==> src/rtl/fdf_pkg.sv <==
// ----------------------------------------------------------------------------
// fdf_pkg
// Types and codes shared by the frame deframer modules.
// ----------------------------------------------------------------------------
package fdf_pkg;

   localparam int unsigned MinFrameLen = 4;
   localparam int unsigned HdrBytes    = 4;

   typedef enum logic [1:0] {
      ST_PAYLOAD = 2'd0,
      ST_OK      = 2'd1,
      ST_ERROR   = 2'd2,
      ST_SHORT   = 2'd3
   } status_type;

   typedef enum logic [7:0] {
      REG_START_MARKER = 8'd0,
      REG_END_MARKER   = 8'd1,
      REG_MIN_LENGTH   = 8'd2,
      REG_MAX_LENGTH   = 8'd3
   } reg_index_type;

   typedef struct packed {
      logic [7:0] start_marker;
      logic [7:0] end_marker;
      logic [7:0] min_length;
      logic [7:0] max_length;
   } cfg_type;

   typedef struct packed {
      status_type status;
      logic [7:0] msg_id;
      logic [7:0] payload_byte;
      logic [7:0] payload_index;
      logic [7:0] body_len;
      logic       last;
   } rsp_type;

endpackage

==> src/rtl/fdf_step.sv <==
// ----------------------------------------------------------------------------
// fdf_step
// Frame parser state and next-word logic: one byte per step, at most one
// result word out.
// ----------------------------------------------------------------------------
module fdf_step (
   input  logic             clock,
   input  logic             reset,
   input  logic             step,
   input  logic [7:0]       rx_byte,
   input  logic             buffer_end,
   input  fdf_pkg::cfg_type cfg,
   output logic             emit,
   output fdf_pkg::rsp_type res
);

   typedef enum logic [2:0] {
      PH_START,
      PH_LEN,
      PH_ID,
      PH_PAYLOAD,
      PH_END
   } phase_type;

   localparam logic [7:0] MinLen = 8'(fdf_pkg::MinFrameLen);
   localparam logic [7:0] Hdr    = 8'(fdf_pkg::HdrBytes);

   phase_type  phase_ff, phase_in;
   logic [7:0] len_ff, len_in;
   logic [7:0] id_ff, id_in;
   logic [7:0] count_ff, count_in;
   logic [7:0] lo_len;
   logic [8:0] count_sum;

   assign lo_len    = (cfg.min_length < MinLen) ? MinLen : cfg.min_length;
   assign count_sum = {1'b0, count_ff} + 9'd1 + {1'b0, Hdr};

   always_comb begin
      phase_in = phase_ff;
      len_in   = len_ff;
      id_in    = id_ff;
      count_in = count_ff;
      emit     = 1'b0;
      res      = '{status: fdf_pkg::ST_PAYLOAD, msg_id: 8'd0, payload_byte: 8'd0,
                   payload_index: 8'd0, body_len: 8'd0, last: 1'b0};
      case (phase_ff)
         PH_START: begin
            if (rx_byte != cfg.start_marker) begin
               emit       = 1'b1;
               res.status = fdf_pkg::ST_ERROR;
               res.last   = 1'b1;
            end else begin
               len_in   = 8'd0;
               id_in    = 8'd0;
               count_in = 8'd0;
               if (buffer_end) begin
                  emit       = 1'b1;
                  res.status = fdf_pkg::ST_SHORT;
                  res.last   = 1'b1;
               end else begin
                  phase_in = PH_LEN;
               end
            end
         end
         PH_LEN: begin
            if (rx_byte < lo_len || rx_byte > cfg.max_length) begin
               emit       = 1'b1;
               res.status = fdf_pkg::ST_ERROR;
               res.last   = 1'b1;
               phase_in   = PH_START;
            end else begin
               len_in = rx_byte;
               if (buffer_end) begin
                  emit       = 1'b1;
                  res.status = fdf_pkg::ST_SHORT;
                  res.last   = 1'b1;
                  phase_in   = PH_START;
               end else begin
                  phase_in = PH_ID;
               end
            end
         end
         PH_ID: begin
            id_in    = rx_byte;
            count_in = 8'd0;
            if (buffer_end) begin
               emit       = 1'b1;
               res.status = fdf_pkg::ST_SHORT;
               res.msg_id = rx_byte;
               res.last   = 1'b1;
               phase_in   = PH_START;
            end else begin
               phase_in = (len_ff > MinLen) ? PH_PAYLOAD : PH_END;
            end
         end
         PH_PAYLOAD: begin
            emit       = 1'b1;
            res.msg_id = id_ff;
            if (buffer_end) begin
               res.status = fdf_pkg::ST_SHORT;
               res.last   = 1'b1;
               phase_in   = PH_START;
            end else begin
               res.payload_byte  = rx_byte;
               res.payload_index = count_ff;
               count_in          = count_ff + 8'd1;
               if (count_sum >= {1'b0, len_ff}) begin
                  phase_in = PH_END;
               end
            end
         end
         PH_END: begin
            emit       = 1'b1;
            res.msg_id = id_ff;
            res.last   = 1'b1;
            phase_in   = PH_START;
            if (rx_byte != cfg.end_marker) begin
               res.status = fdf_pkg::ST_ERROR;
            end else begin
               res.status   = fdf_pkg::ST_OK;
               res.body_len = len_ff - Hdr;
            end
         end
         default: begin
            phase_in = PH_START;
         end
      endcase
   end

   always_ff @(posedge clock) begin
      if (reset) begin
         phase_ff <= PH_START;
         len_ff   <= 8'd0;
         id_ff    <= 8'd0;
         count_ff <= 8'd0;
      end else if (step) begin
         phase_ff <= phase_in;
         len_ff   <= len_in;
         id_ff    <= id_in;
         count_ff <= count_in;
      end
   end

endmodule

==> src/rtl/frame_deframer_sob_len_id_eob.sv <==
// ----------------------------------------------------------------------------
// frame_deframer_sob_len_id_eob
// Length-prefixed frame deframer: start, length, id, payload, end byte.
// ----------------------------------------------------------------------------
// Path: an accepted input word passes the input register, then the parser and the result register.
// Throughput: 1 word per cycle while the result side does not stall; the parser state updates on each step.
// Input register and result register decouple both sides; req_tready stays
//   high while the result register is taken or empty.
// Reset: synchronous, active high; parser waits for a start byte, registers
//   return to their defaults (markers 0, min length 4, max length 64).
module frame_deframer_sob_len_id_eob (
   input  logic        clock,
   input  logic        reset,
   input  logic        req_tvalid,
   output logic        req_tready,
   input  logic [7:0]  req_tdata,   // [7:0] rx_byte
   input  logic        req_tlast,   // buffer_end
   output logic        rsp_tvalid,
   input  logic        rsp_tready,
   output logic [31:0] rsp_tdata,   // [7:0] msg_id, [15:8] payload_byte,
                                    // [23:16] payload_index, [31:24] body_len
   output logic [1:0]  rsp_tuser,   // [1:0] status
   output logic        rsp_tlast,   // last
   input  logic        csr_valid,
   output logic        csr_ready,
   input  logic [7:0]  csr_index,
   input  logic [7:0]  csr_data
);

   fdf_pkg::cfg_type cfg_ff;

   logic             in_valid_ff;
   logic [7:0]       in_byte_ff;
   logic             in_last_ff;
   logic             out_valid_ff;
   fdf_pkg::rsp_type out_ff;

   logic             step;
   logic             emit;
   fdf_pkg::rsp_type res;

   assign csr_ready  = 1'b1;
   assign step       = in_valid_ff && (!out_valid_ff || rsp_tready);
   assign req_tready = !in_valid_ff || step;

   always_ff @(posedge clock) begin
      if (reset) begin
         cfg_ff.start_marker <= 8'd0;
         cfg_ff.end_marker   <= 8'd0;
         cfg_ff.min_length   <= 8'd4;
         cfg_ff.max_length   <= 8'd64;
      end else if (csr_valid) begin
         case (csr_index)
            fdf_pkg::REG_START_MARKER: cfg_ff.start_marker <= csr_data;
            fdf_pkg::REG_END_MARKER:   cfg_ff.end_marker   <= csr_data;
            fdf_pkg::REG_MIN_LENGTH:   cfg_ff.min_length   <= csr_data;
            fdf_pkg::REG_MAX_LENGTH:   cfg_ff.max_length   <= csr_data;
            default: ;
         endcase
      end
   end

   always_ff @(posedge clock) begin
      if (reset) begin
         in_valid_ff <= 1'b0;
      end else if (req_tready) begin
         in_valid_ff <= req_tvalid;
      end
   end

   always_ff @(posedge clock) begin
      if (req_tready && req_tvalid) begin
         in_byte_ff <= req_tdata;
         in_last_ff <= req_tlast;
      end
   end

   fdf_step u_step (
      .clock      (clock),
      .reset      (reset),
      .step       (step),
      .rx_byte    (in_byte_ff),
      .buffer_end (in_last_ff),
      .cfg        (cfg_ff),
      .emit       (emit),
      .res        (res)
   );

   always_ff @(posedge clock) begin
      if (reset) begin
         out_valid_ff <= 1'b0;
      end else if (!out_valid_ff || rsp_tready) begin
         out_valid_ff <= step && emit;
      end
   end

   always_ff @(posedge clock) begin
      if (step && emit) begin
         out_ff <= res;
      end
   end

   assign rsp_tvalid = out_valid_ff;
   assign rsp_tdata  = {out_ff.body_len, out_ff.payload_index,
                        out_ff.payload_byte, out_ff.msg_id};
   assign rsp_tuser  = out_ff.status;
   assign rsp_tlast  = out_ff.last;

   a_last_marks_final: assert property (@(posedge clock) disable iff (reset)
      rsp_tvalid |-> (rsp_tlast == (rsp_tuser != fdf_pkg::ST_PAYLOAD)))
      else $error("last flag disagrees with status");

   a_size_only_on_ok: assert property (@(posedge clock) disable iff (reset)
      (rsp_tvalid && rsp_tuser != fdf_pkg::ST_OK) |-> (rsp_tdata[31:24] == 8'd0))
      else $error("payload size set on a non-ok word");

   a_ready_low_only_full: assert property (@(posedge clock) disable iff (reset)
      !req_tready |-> (in_valid_ff && out_valid_ff && !rsp_tready))
      else $error("input stalled without a full result register");

   a_input_held: assert property (@(posedge clock) disable iff (reset)
      (in_valid_ff && !step) |=> (in_valid_ff && $stable(in_byte_ff)
                                   && $stable(in_last_ff)))
      else $error("held input word lost");

endmodule

==> config.mk <==
export PLATFORM = sky130hd
export DESIGN_NAME = frame_deframer_sob_len_id_eob
export DESIGN_NICKNAME = d
export VERILOG_FILES = /design/src/rtl/fdf_pkg.sv /design/src/rtl/fdf_step.sv /design/src/rtl/frame_deframer_sob_len_id_eob.sv
export SDC_FILE = /design/constraint.sdc
export NUM_CORES = 1
export LEC_CHECK = 0
export ABC_AREA = 1
export BUFFER_PORTS_ARGS = -buffer_cell sky130_fd_sc_hd__buf_2
export CAP_MARGIN = 20
export CORE_MARGIN = 5
export CORE_UTILIZATION = 40
export CTS_CLUSTER_DIAMETER = 30
export DETAILED_ROUTE_END_ITERATION = 16
export GPL_TIMING_DRIVEN = 1
export SYNTH_ARGS = -nofsm -noshare
export SYNTH_HDL_FRONTEND = slang
export SYNTH_SLANG_ARGS = --single-unit
==> constraint.sdc <==
create_clock -name clock -period 3.2 [get_ports clock]
set_input_delay 0.16 -clock clock [delete_from_list [all_inputs] [get_ports clock]]
set_output_delay 0.16 -clock clock [all_outputs]
set_load 0.005 [all_outputs]
[After elaboration in Yosys (flattened, before gate mapping)]
Cells that the tools add are included.
Cells by class
  equal/unequal tests: 14
  reductions and logical operators: 25
  $add $sub $neg: 4
  magnitude comparators: 5
  bitwise gates (word level): 2
  mux-type cells: 28
Operators with widths (count)
  8-bit case mux with 2 select lines: 3
  8-bit two-way mux: 4
  8-bit case mux with 3 select lines: 1
  3-bit two-way mux: 7
  8-bit by 2-bit equality test with 1-bit output, second input constant: 2
  8-bit != test: 2
  3-bit case mux with 4 select lines: 1
  4-bit AND reduction: 3
  10-bit two-way mux: 1
  2-bit two-way mux: 5
  2-bit case mux with 5 select lines: 1
  8-bit by 1-bit adder with 9-bit output, second input constant: 1
  9-bit by 3-bit adder with 9-bit output, second input constant: 1
  9-bit by 8-bit greater-or-equal comparator with 1-bit output: 1
  8-bit by 1-bit adder with 8-bit output, second input constant: 1
  8-bit by 1-bit equality test with 1-bit output, second input constant: 1
  8-bit by 3-bit > comparator with 1-bit output, second input constant: 1
  8-bit > comparator: 1
  8-bit logical NOT: 1
  8-bit by 3-bit less-than comparator with 1-bit output, second input constant: 1
  8-bit less-than comparator: 1
  2-bit != test, second input constant: 4
  1-bit case mux with 4 select lines: 2
  2-bit AND reduction: 4
  15 further kinds: 28
Word-level totals
  register bits after elaboration: 105
  output and inout bits: 38
  logic and storage cells: 96

[Logic depth before layout (Yosys ltp)]
Gate-level depths: netlist of the first run.
  word-level depth: 7
  mapped depth: 18
  gate-level depth less buffers: 18

[By module]
From an unflattened synthesis of the first run, not the netlist that was laid out.
Second synthesis, totals
  cells, all modules: 663
  area, all modules: 5486.5 um^2
By module, submodules not included
  frame_deframer_sob_len_id_eob: area an instance 2831.5 um^2, times used 1, cells an instance 257, seq. area each 2001.9 um^2
  fdf_step: area an instance 2655.0 um^2, times used 1, cells an instance 406, seq. area each 540.5 um^2

[Least setup slack after synthesis of the first run]
OpenSTA, ideal clock, no wires.
  path type: flip-flop to flip-flop
  start point: reg in_byte_ff[5]
  end point: reg out_ff, in the netlist rsp_tdata[0], enable pin
  required time: 2810 ps
  period minus slack after synthesis: 2617 ps
  cell stages (with the launch flop): 11
  data arrival time: 2227 ps
  setup time: 390 ps
  setup slack: 583 ps
  cell sequence: edfxtp_1 ha_1 a21oi_1 nor2_1 a211oi_1 nand2_1 nand2_1 nand2_1 nand3_1 nand2_1 inv_1
On the way
  longest elaborated chain between the ends: 5
  elaborated cells on any way between the ends: 8
RTL lines
  from (decl): RTL line frame_deframer_sob_len_id_eob.sv:33  | logic [7:0] in_byte_ff;
  from (signal assigned): RTL line frame_deframer_sob_len_id_eob.sv:73  | in_byte_ff <= req_tdata;
  8-bit less-than comparator or 8-bit > comparator (tied branches): RTL line fdf_step.sv:66  | if (rx_byte < lo_len || rx_byte > cfg.max_length) begin
  1-bit logical OR: RTL line fdf_step.sv:66
  1-bit two-way mux: RTL line fdf_step.sv:66
  1-bit case mux with 4 select lines (*): RTL line fdf_step.sv:46  | case (phase_ff)
  1-bit logical AND (*): RTL line frame_deframer_sob_len_id_eob.sv:98  | if (step && emit) begin
  to (signal assigned): RTL line frame_deframer_sob_len_id_eob.sv:99  | out_ff <= res;
  to (decl): RTL line frame_deframer_sob_len_id_eob.sv:36  | fdf_pkg::rsp_type out_ff;
Mark *: on every way between the ends. The rest lies on a longest branch, timed or not.
A chain may end at the register's enable or synchronous reset.

[Worst setup path in the final report of the first run]
  start point: reg in_byte_ff[3]
  end point: reg out_ff, in the netlist rsp_tdata[1], enable pin
The elaborated chain is that of the path after synthesis.

==> impl_metrics.ini, run 1 <==
[yosys]
synthTopCellsByArea = edfxtp_1, dfxtp_1, ha_1, nor2_1, nand2_1
synth-seq-area-share = 0.500
yosysMostFrequentCell = nor2_1
yosysWarnings = 0
async_reset_ff_frac = 0
postSynthCellCount = 578
synth_top_cell_area_share = 0.260
synth_flop_cell = dfxtp_1
avgSynthCellArea_um2 = 8.79
synth_area_um2 = 5080
synth_edf_count = 44
yosys_register_bits = 105
synth_nets = 634
synth_cell_type_count = 42
synthTopCellsByCount = nor2_1, nand2_1, inv_1
synth.largest_area_cell = edfxtp_1

[global_route]
grt_overflow_total = 0
grtUsageMet3 = 0.0290
grt.met2_usage = 0.283
gr-max-usage-layer = met2
grt_usage = 0.168
grt_max_degree = 37
first_global_vias = 3961
grt_pass1_wl_um = 19400
met1_usage = 0.207
antenna_found_initial = 0

[drt]
vias_per_cell = 4.94
dr.pass1.iters = 5
drcViolationCount = 0
routed_wl_um = 11900
detail_route.wl_per_cell_um = 14.3
dr_total_vias = 4113
ant_nets = 0
drt_first_iter_violations = 239

[sta]
rsz0062_at_grt = false
max_freq_mhz = 383
setup_ws_ps = 587
hold_viol = 0
skew_ps = 7.74
fin_setup_tns_ps = 0
fin_crit_ps = 2610
fin_crit_sh = 0.817
maxSlewHeadroom = 0.383
setup_viol = 0
slew_viol_final = 0
worstMarginPinSlew_ps = 919

[pwr]
cellPowerDensity_nw_per_um2 = 462
p_leak_nw = 2.43
peakVddDrop_mv = 0.241

[cts]
cts_sinks = 105
cts_root_buf = clkbuf_16
holdBufCountCts = 9
postCtsSetupRepairBufs = 0
clk_pin_slew_ps = 70
cts_made_buffers = 9
cts_max_level = 3
cts_resized = 0
clock_latency_ps = 360
cts_tree = built
clockBufferDepth = 2

[final_layout]
fillers = 1228
final_util = 0.478
area_delta_synth_final_pct = 17.9
multi_input_area_um2 = 2140
final_nets = 711
drive_gt1_frac = 0.177
n_antenna_cell = 0
finalNonFillerCells = 832
seq_area_um2 = 2540

[placement]
portBuffers = 66
place.gp.congestion = 0.895
dp_hpwl_um = 9150
placed_cells = 807
pre_cts_slack_ps = 605

[worst_hold_path]
hp-class = in2reg

[die]
initial_core_util = 0.406
die-height_um = 123
core.rowCount = 41
boundaryPins = 68
die_w_um = 123
die-area_um2 = 15100
coreArea_um2 = 12500

[worst_setup_path]
startpoint_type = register
required_ps = 3200
crit_fanout = 35
path_class = reg2reg
cp.arrival_ps = 2620
crit_path_end_kind = register

[run_status]
status = complete, no violations

[job]
maxCapViolCount = 0
[stage by stage]
stage / power [mW] / hold slack, ps / instance area, um^2
6_report: 2.76 / 68.8 / 5990
5_1_grt: 2.87 / 74.3 / 5990
4_1_cts: 2.80 / 67.3 / 5990
3_5_place_dp: 1.61 / 339 / 5580
3_3_place_gp: 1.61 / 346 / 5580
2_1_floorplan: 1.54 / 259 / 5080
[layout make-up]
class	instances	area share
clock buffer	9	0.0376
clock inverter	7	0.0159
inverter	83	0.0529
multi-input combinational	377	0.358
sequential	105	0.425
tap	172	0.0359
timing repair buffer	79	0.0752
[worst max-delay path, cell delays in order, from the launching register on]
cell	delay, ps
edfxtp_1	530
ha_1	370
nand2_1	70
o21ai_0	190
and2_1	160
o22ai_1	80
nand2_1	130
nand2_1	120
nand3_1	90
nand2_1	70
inv_1	60
buf_4	380
[worst paths after layout]
kind | cells after the start | end | from | slack [ps]
worst max-delay path | 11 | rsp_tdata[1] | in_byte_ff[3] | 590
worst min-delay path | 3 | in_valid_ff | req_tvalid | 70
worst max register to register | 11 | rsp_tdata[1] | in_byte_ff[3] | 590
worst min register to register | 2 | u_step.len_ff[7] | u_step.len_ff[7] | 470
[state kept, by name (all words and copies together) (netlist names)]
signal and cells:
cfg_ff 32, in_byte_ff 8, in_last_ff 1, in_valid_ff 1
rsp_tdata 32, rsp_tlast 1, rsp_tuser 2, rsp_tvalid 1
u_step.count_ff 8, u_step.id_ff 8, u_step.len_ff 8, u_step.phase_ff 3
[layer usage]
layer,vias to the layer above,part of all wire
met1,1891,0.43
li1,2076,-
met2,119,0.49
met3,27,0.049
met5,-,0
met4,0,0.029
[logic make-up (layout without fill, tap and decap cells)]
logic type / count (synthesis) / count (layout) / share of synthesized area
other cells: 1 / 1 / 0.000738
flops: 105 / 105 / 0.500
compound gates: 108 / 108 / 0.117
buf+inv: 96 / 178 / 0.0778
fa+ha+maj: 26 / 26 / 0.0640
simple gates: 218 / 218 / 0.198
xor+xnor: 24 / 24 / 0.0414
[placed cells by master, fill, tap and decap left out, types with 2 or more instances in the layout]
cell type | netlist | layout
clkinv_4 | 0 | 3
ha_1 | 26 | 26
o21ai_1 | 10 | 10
xnor2_1 | 16 | 16
buf_2 | 3 | 66
o2111ai_1 | 2 | 2
nor3_1 | 5 | 5
dfxtp_1 | 61 | 61
o22ai_1 | 15 | 15
edfxtp_1 | 44 | 44
buf_4 | 1 | 4
inv_1 | 74 | 74
bufinv_16 | 0 | 2
nand2_1 | 77 | 77
clkinv_1 | 2 | 3
clkinv_2 | 2 | 3
o211ai_1 | 2 | 2
nand2_2 | 8 | 8
nand3_1 | 15 | 15
or2_2 | 2 | 2
nor2_1 | 84 | 84
clkbuf_16 | 0 | 9
xor2_1 | 8 | 8
dlygate4sd3_1 | 0 | 9
o21ai_0 | 29 | 29
nand4_1 | 13 | 13
nor3_4 | 3 | 3
nand2_4 | 2 | 2
nor2_2 | 3 | 3
a211oi_1 | 3 | 3
a21oi_1 | 43 | 43
inv_2 | 4 | 4
[where the power goes]
part	switching (mW)	internal, mW	total, mW
sequential	0.0193	1.42	1.44
clock	0.491	0.685	1.18
combinational	0.0905	0.0621	0.153
total	0.600	2.16	2.76
Note: power is estimated with default switching activity, not from simulation.
==> inputs of run 2 (changes only) <==
- clock period: 3.2 -> 2.6 ns (I/O delays scaled with it)
==> run 2 against run 1 <==
  * Die area unchanged
  * Sequential power up 23%
  * Total power up 23%
  * Hold slack worse by 18 ps
  * Largest power group unchanged
  * Flip-flop and latch count unchanged
  * Critical endpoint is now rsp_tdata[14]
  * Critical path depth unchanged
  * Cell area up 2.0%
  * Largest cell class unchanged
  * Wire length up 3.4%
  * Register-to-register slack worse by 370 ps
  * Core utilization up 0.96 points
  * Clock power up 21%
  * Count of clock-buffer cells in the layout up 1
==> impl_metrics.ini, run 2 (synthesis results as in run 1) <==
[run_status]
status = complete, no violations

[cts]
cts_max_level = 3
clockBufferDepth = 2
cts_sinks = 105
clk_pin_slew_ps = 60
cts_root_buf = clkbuf_16
cts_made_buffers = 9
cts_tree = built
clock_latency_ps = 350

[die]
core.rowCount = 41
die-area_um2 = 15100
die-height_um = 123
initial_core_util = 0.406
die_w_um = 123
coreArea_um2 = 12500
boundaryPins = 68

[sta]
skew_ps = 10.2
slew_viol_final = 0
setup_viol = 0
hold_viol = 0
maxSlewHeadroom = 0.579
fin_setup_tns_ps = 0
fin_crit_ps = 2380
rsz0062_at_grt = false
max_freq_mhz = 420
worstMarginPinSlew_ps = 631
setup_ws_ps = 217
hold_ws_ps = 50.8
fin_crit_sh = 0.916

[drt]
dr.pass1.iters = 5
routed_wl_um = 12300
drcViolationCount = 0
vias_per_cell = 4.96
dr_total_vias = 4194
ant_nets = 0
drt_first_iter_violations = 243
detail_route.wl_per_cell_um = 14.6

[pwr]
p_leak_nw = 2.49
peakVddDrop_mv = 0.289
cellPowerDensity_nw_per_um2 = 558

[global_route]
antenna_found_initial = 0
first_global_vias = 4070
grt_overflow_total = 0
grt_max_degree = 36
grt_pass1_wl_um = 20000
grt_usage = 0.173

[final_layout]
layout_common_cells = nor2_1, nand2_1, inv_1
drive_gt1_frac = 0.196
final_util = 0.488
fin_area_um2 = 6110
final_common_cell = nor2_1
seq_area_um2 = 2540
multi_input_area_um2 = 2160
n_antenna_cell = 0
fillers = 1250
final_nets = 724
area_delta_synth_final_pct = 20.2

[worst_setup_path]
path_class = reg2reg
crit_path_end_kind = register
crit_fanout = 35
critical_path.top_delay_family = simple AND/OR/NAND/NOR gates
timing.critical_path.mode_cell = nand2_1
cp.arrival_ps = 2480
cp_slowest_cell = edfxtp_1
path_depth = 11
r2r_cells = 11
crit_path_cell_trace = ha_1 > a21oi_1 > o21ai_0 > and2_1 > o22ai_1 > nand2_1 > nand2_2 > nand3_1 > nand2_1 > clkinvlp_4 > buf_12
startpoint_type = register
cpPeakStageDelay_ps = 520
crit_buf_inv = 2
required_ps = 2700

[job]
maxCapViolCount = 0

[placement]
portBuffers = 66
dp_hpwl_um = 9270
post_dp_cell_area_um2 = 5610
pre_cts_slack_ps = 134
place.gp.congestion = 0.874

[worst_hold_path]
hp-class = in2reg
whs_path_depth = 3
run 2: area by class of cell:
type,instances,area share
clock inverter,6,0.0135
multi-input combinational,377,0.353
tap,172,0.0352
sequential,105,0.416
timing repair buffer,92,0.0918
inverter,83,0.0524
clock buffer,10,0.0375
run 2: what timing repair did:
item	CTS	global route
setup endpoints to repair	0	35
hold buffers	9	0
gates resized for setup	0	2
buffers inserted	0	11
endpoints found under the hold margin	9	0
run 2: routing by layer:
| layer | global-route usage | wire length, um | vias to the layer above |
|---|---|---|---|
| met1 | 0.211 | 5200 | 1951 |
| met5 | 0 | 0 | - |
| met4 | 0.0644 | 166 | 0 |
| met2 | 0.294 | 6260 | 123 |
| met3 | 0.0452 | 678 | 14 |
| li1 | - | - | 2106 |
run 2: path summary, 6_finish.rpt:
path         slack (ps)             from         endpoint
max                 220    in_byte_ff[1]    rsp_tdata[14]
min                  50       req_tvalid      in_valid_ff
max reg2reg         220    in_byte_ff[1]    rsp_tdata[14]
min reg2reg         480  u_step.id_ff[1]  u_step.id_ff[1]
run 2: through the flow:
stage,cells,total power [mW]
finish,845,3.41
global route,845,3.54
CTS,834,3.43
detailed placement,809,1.99
global placement,809,1.99
floorplan,578,1.90
run 2: where the power goes:
part | internal [mW] | leakage, nW | switching, mW
Clock | 0.839 | 0.154 | 0.588
Sequential | 1.74 | 0.910 | 0.0210
Combinational | 0.0935 | 1.43 | 0.120
run 2: worst register-to-register path: stages (launching register included):
cell and delay, ps:
edfxtp_1 520, ha_1 350, a21oi_1 160, o21ai_0 80, and2_1 140, o22ai_1 110, nand2_1 120, nand2_2 110
nand3_1 80, nand2_1 130, clkinvlp_4 110, buf_12 180
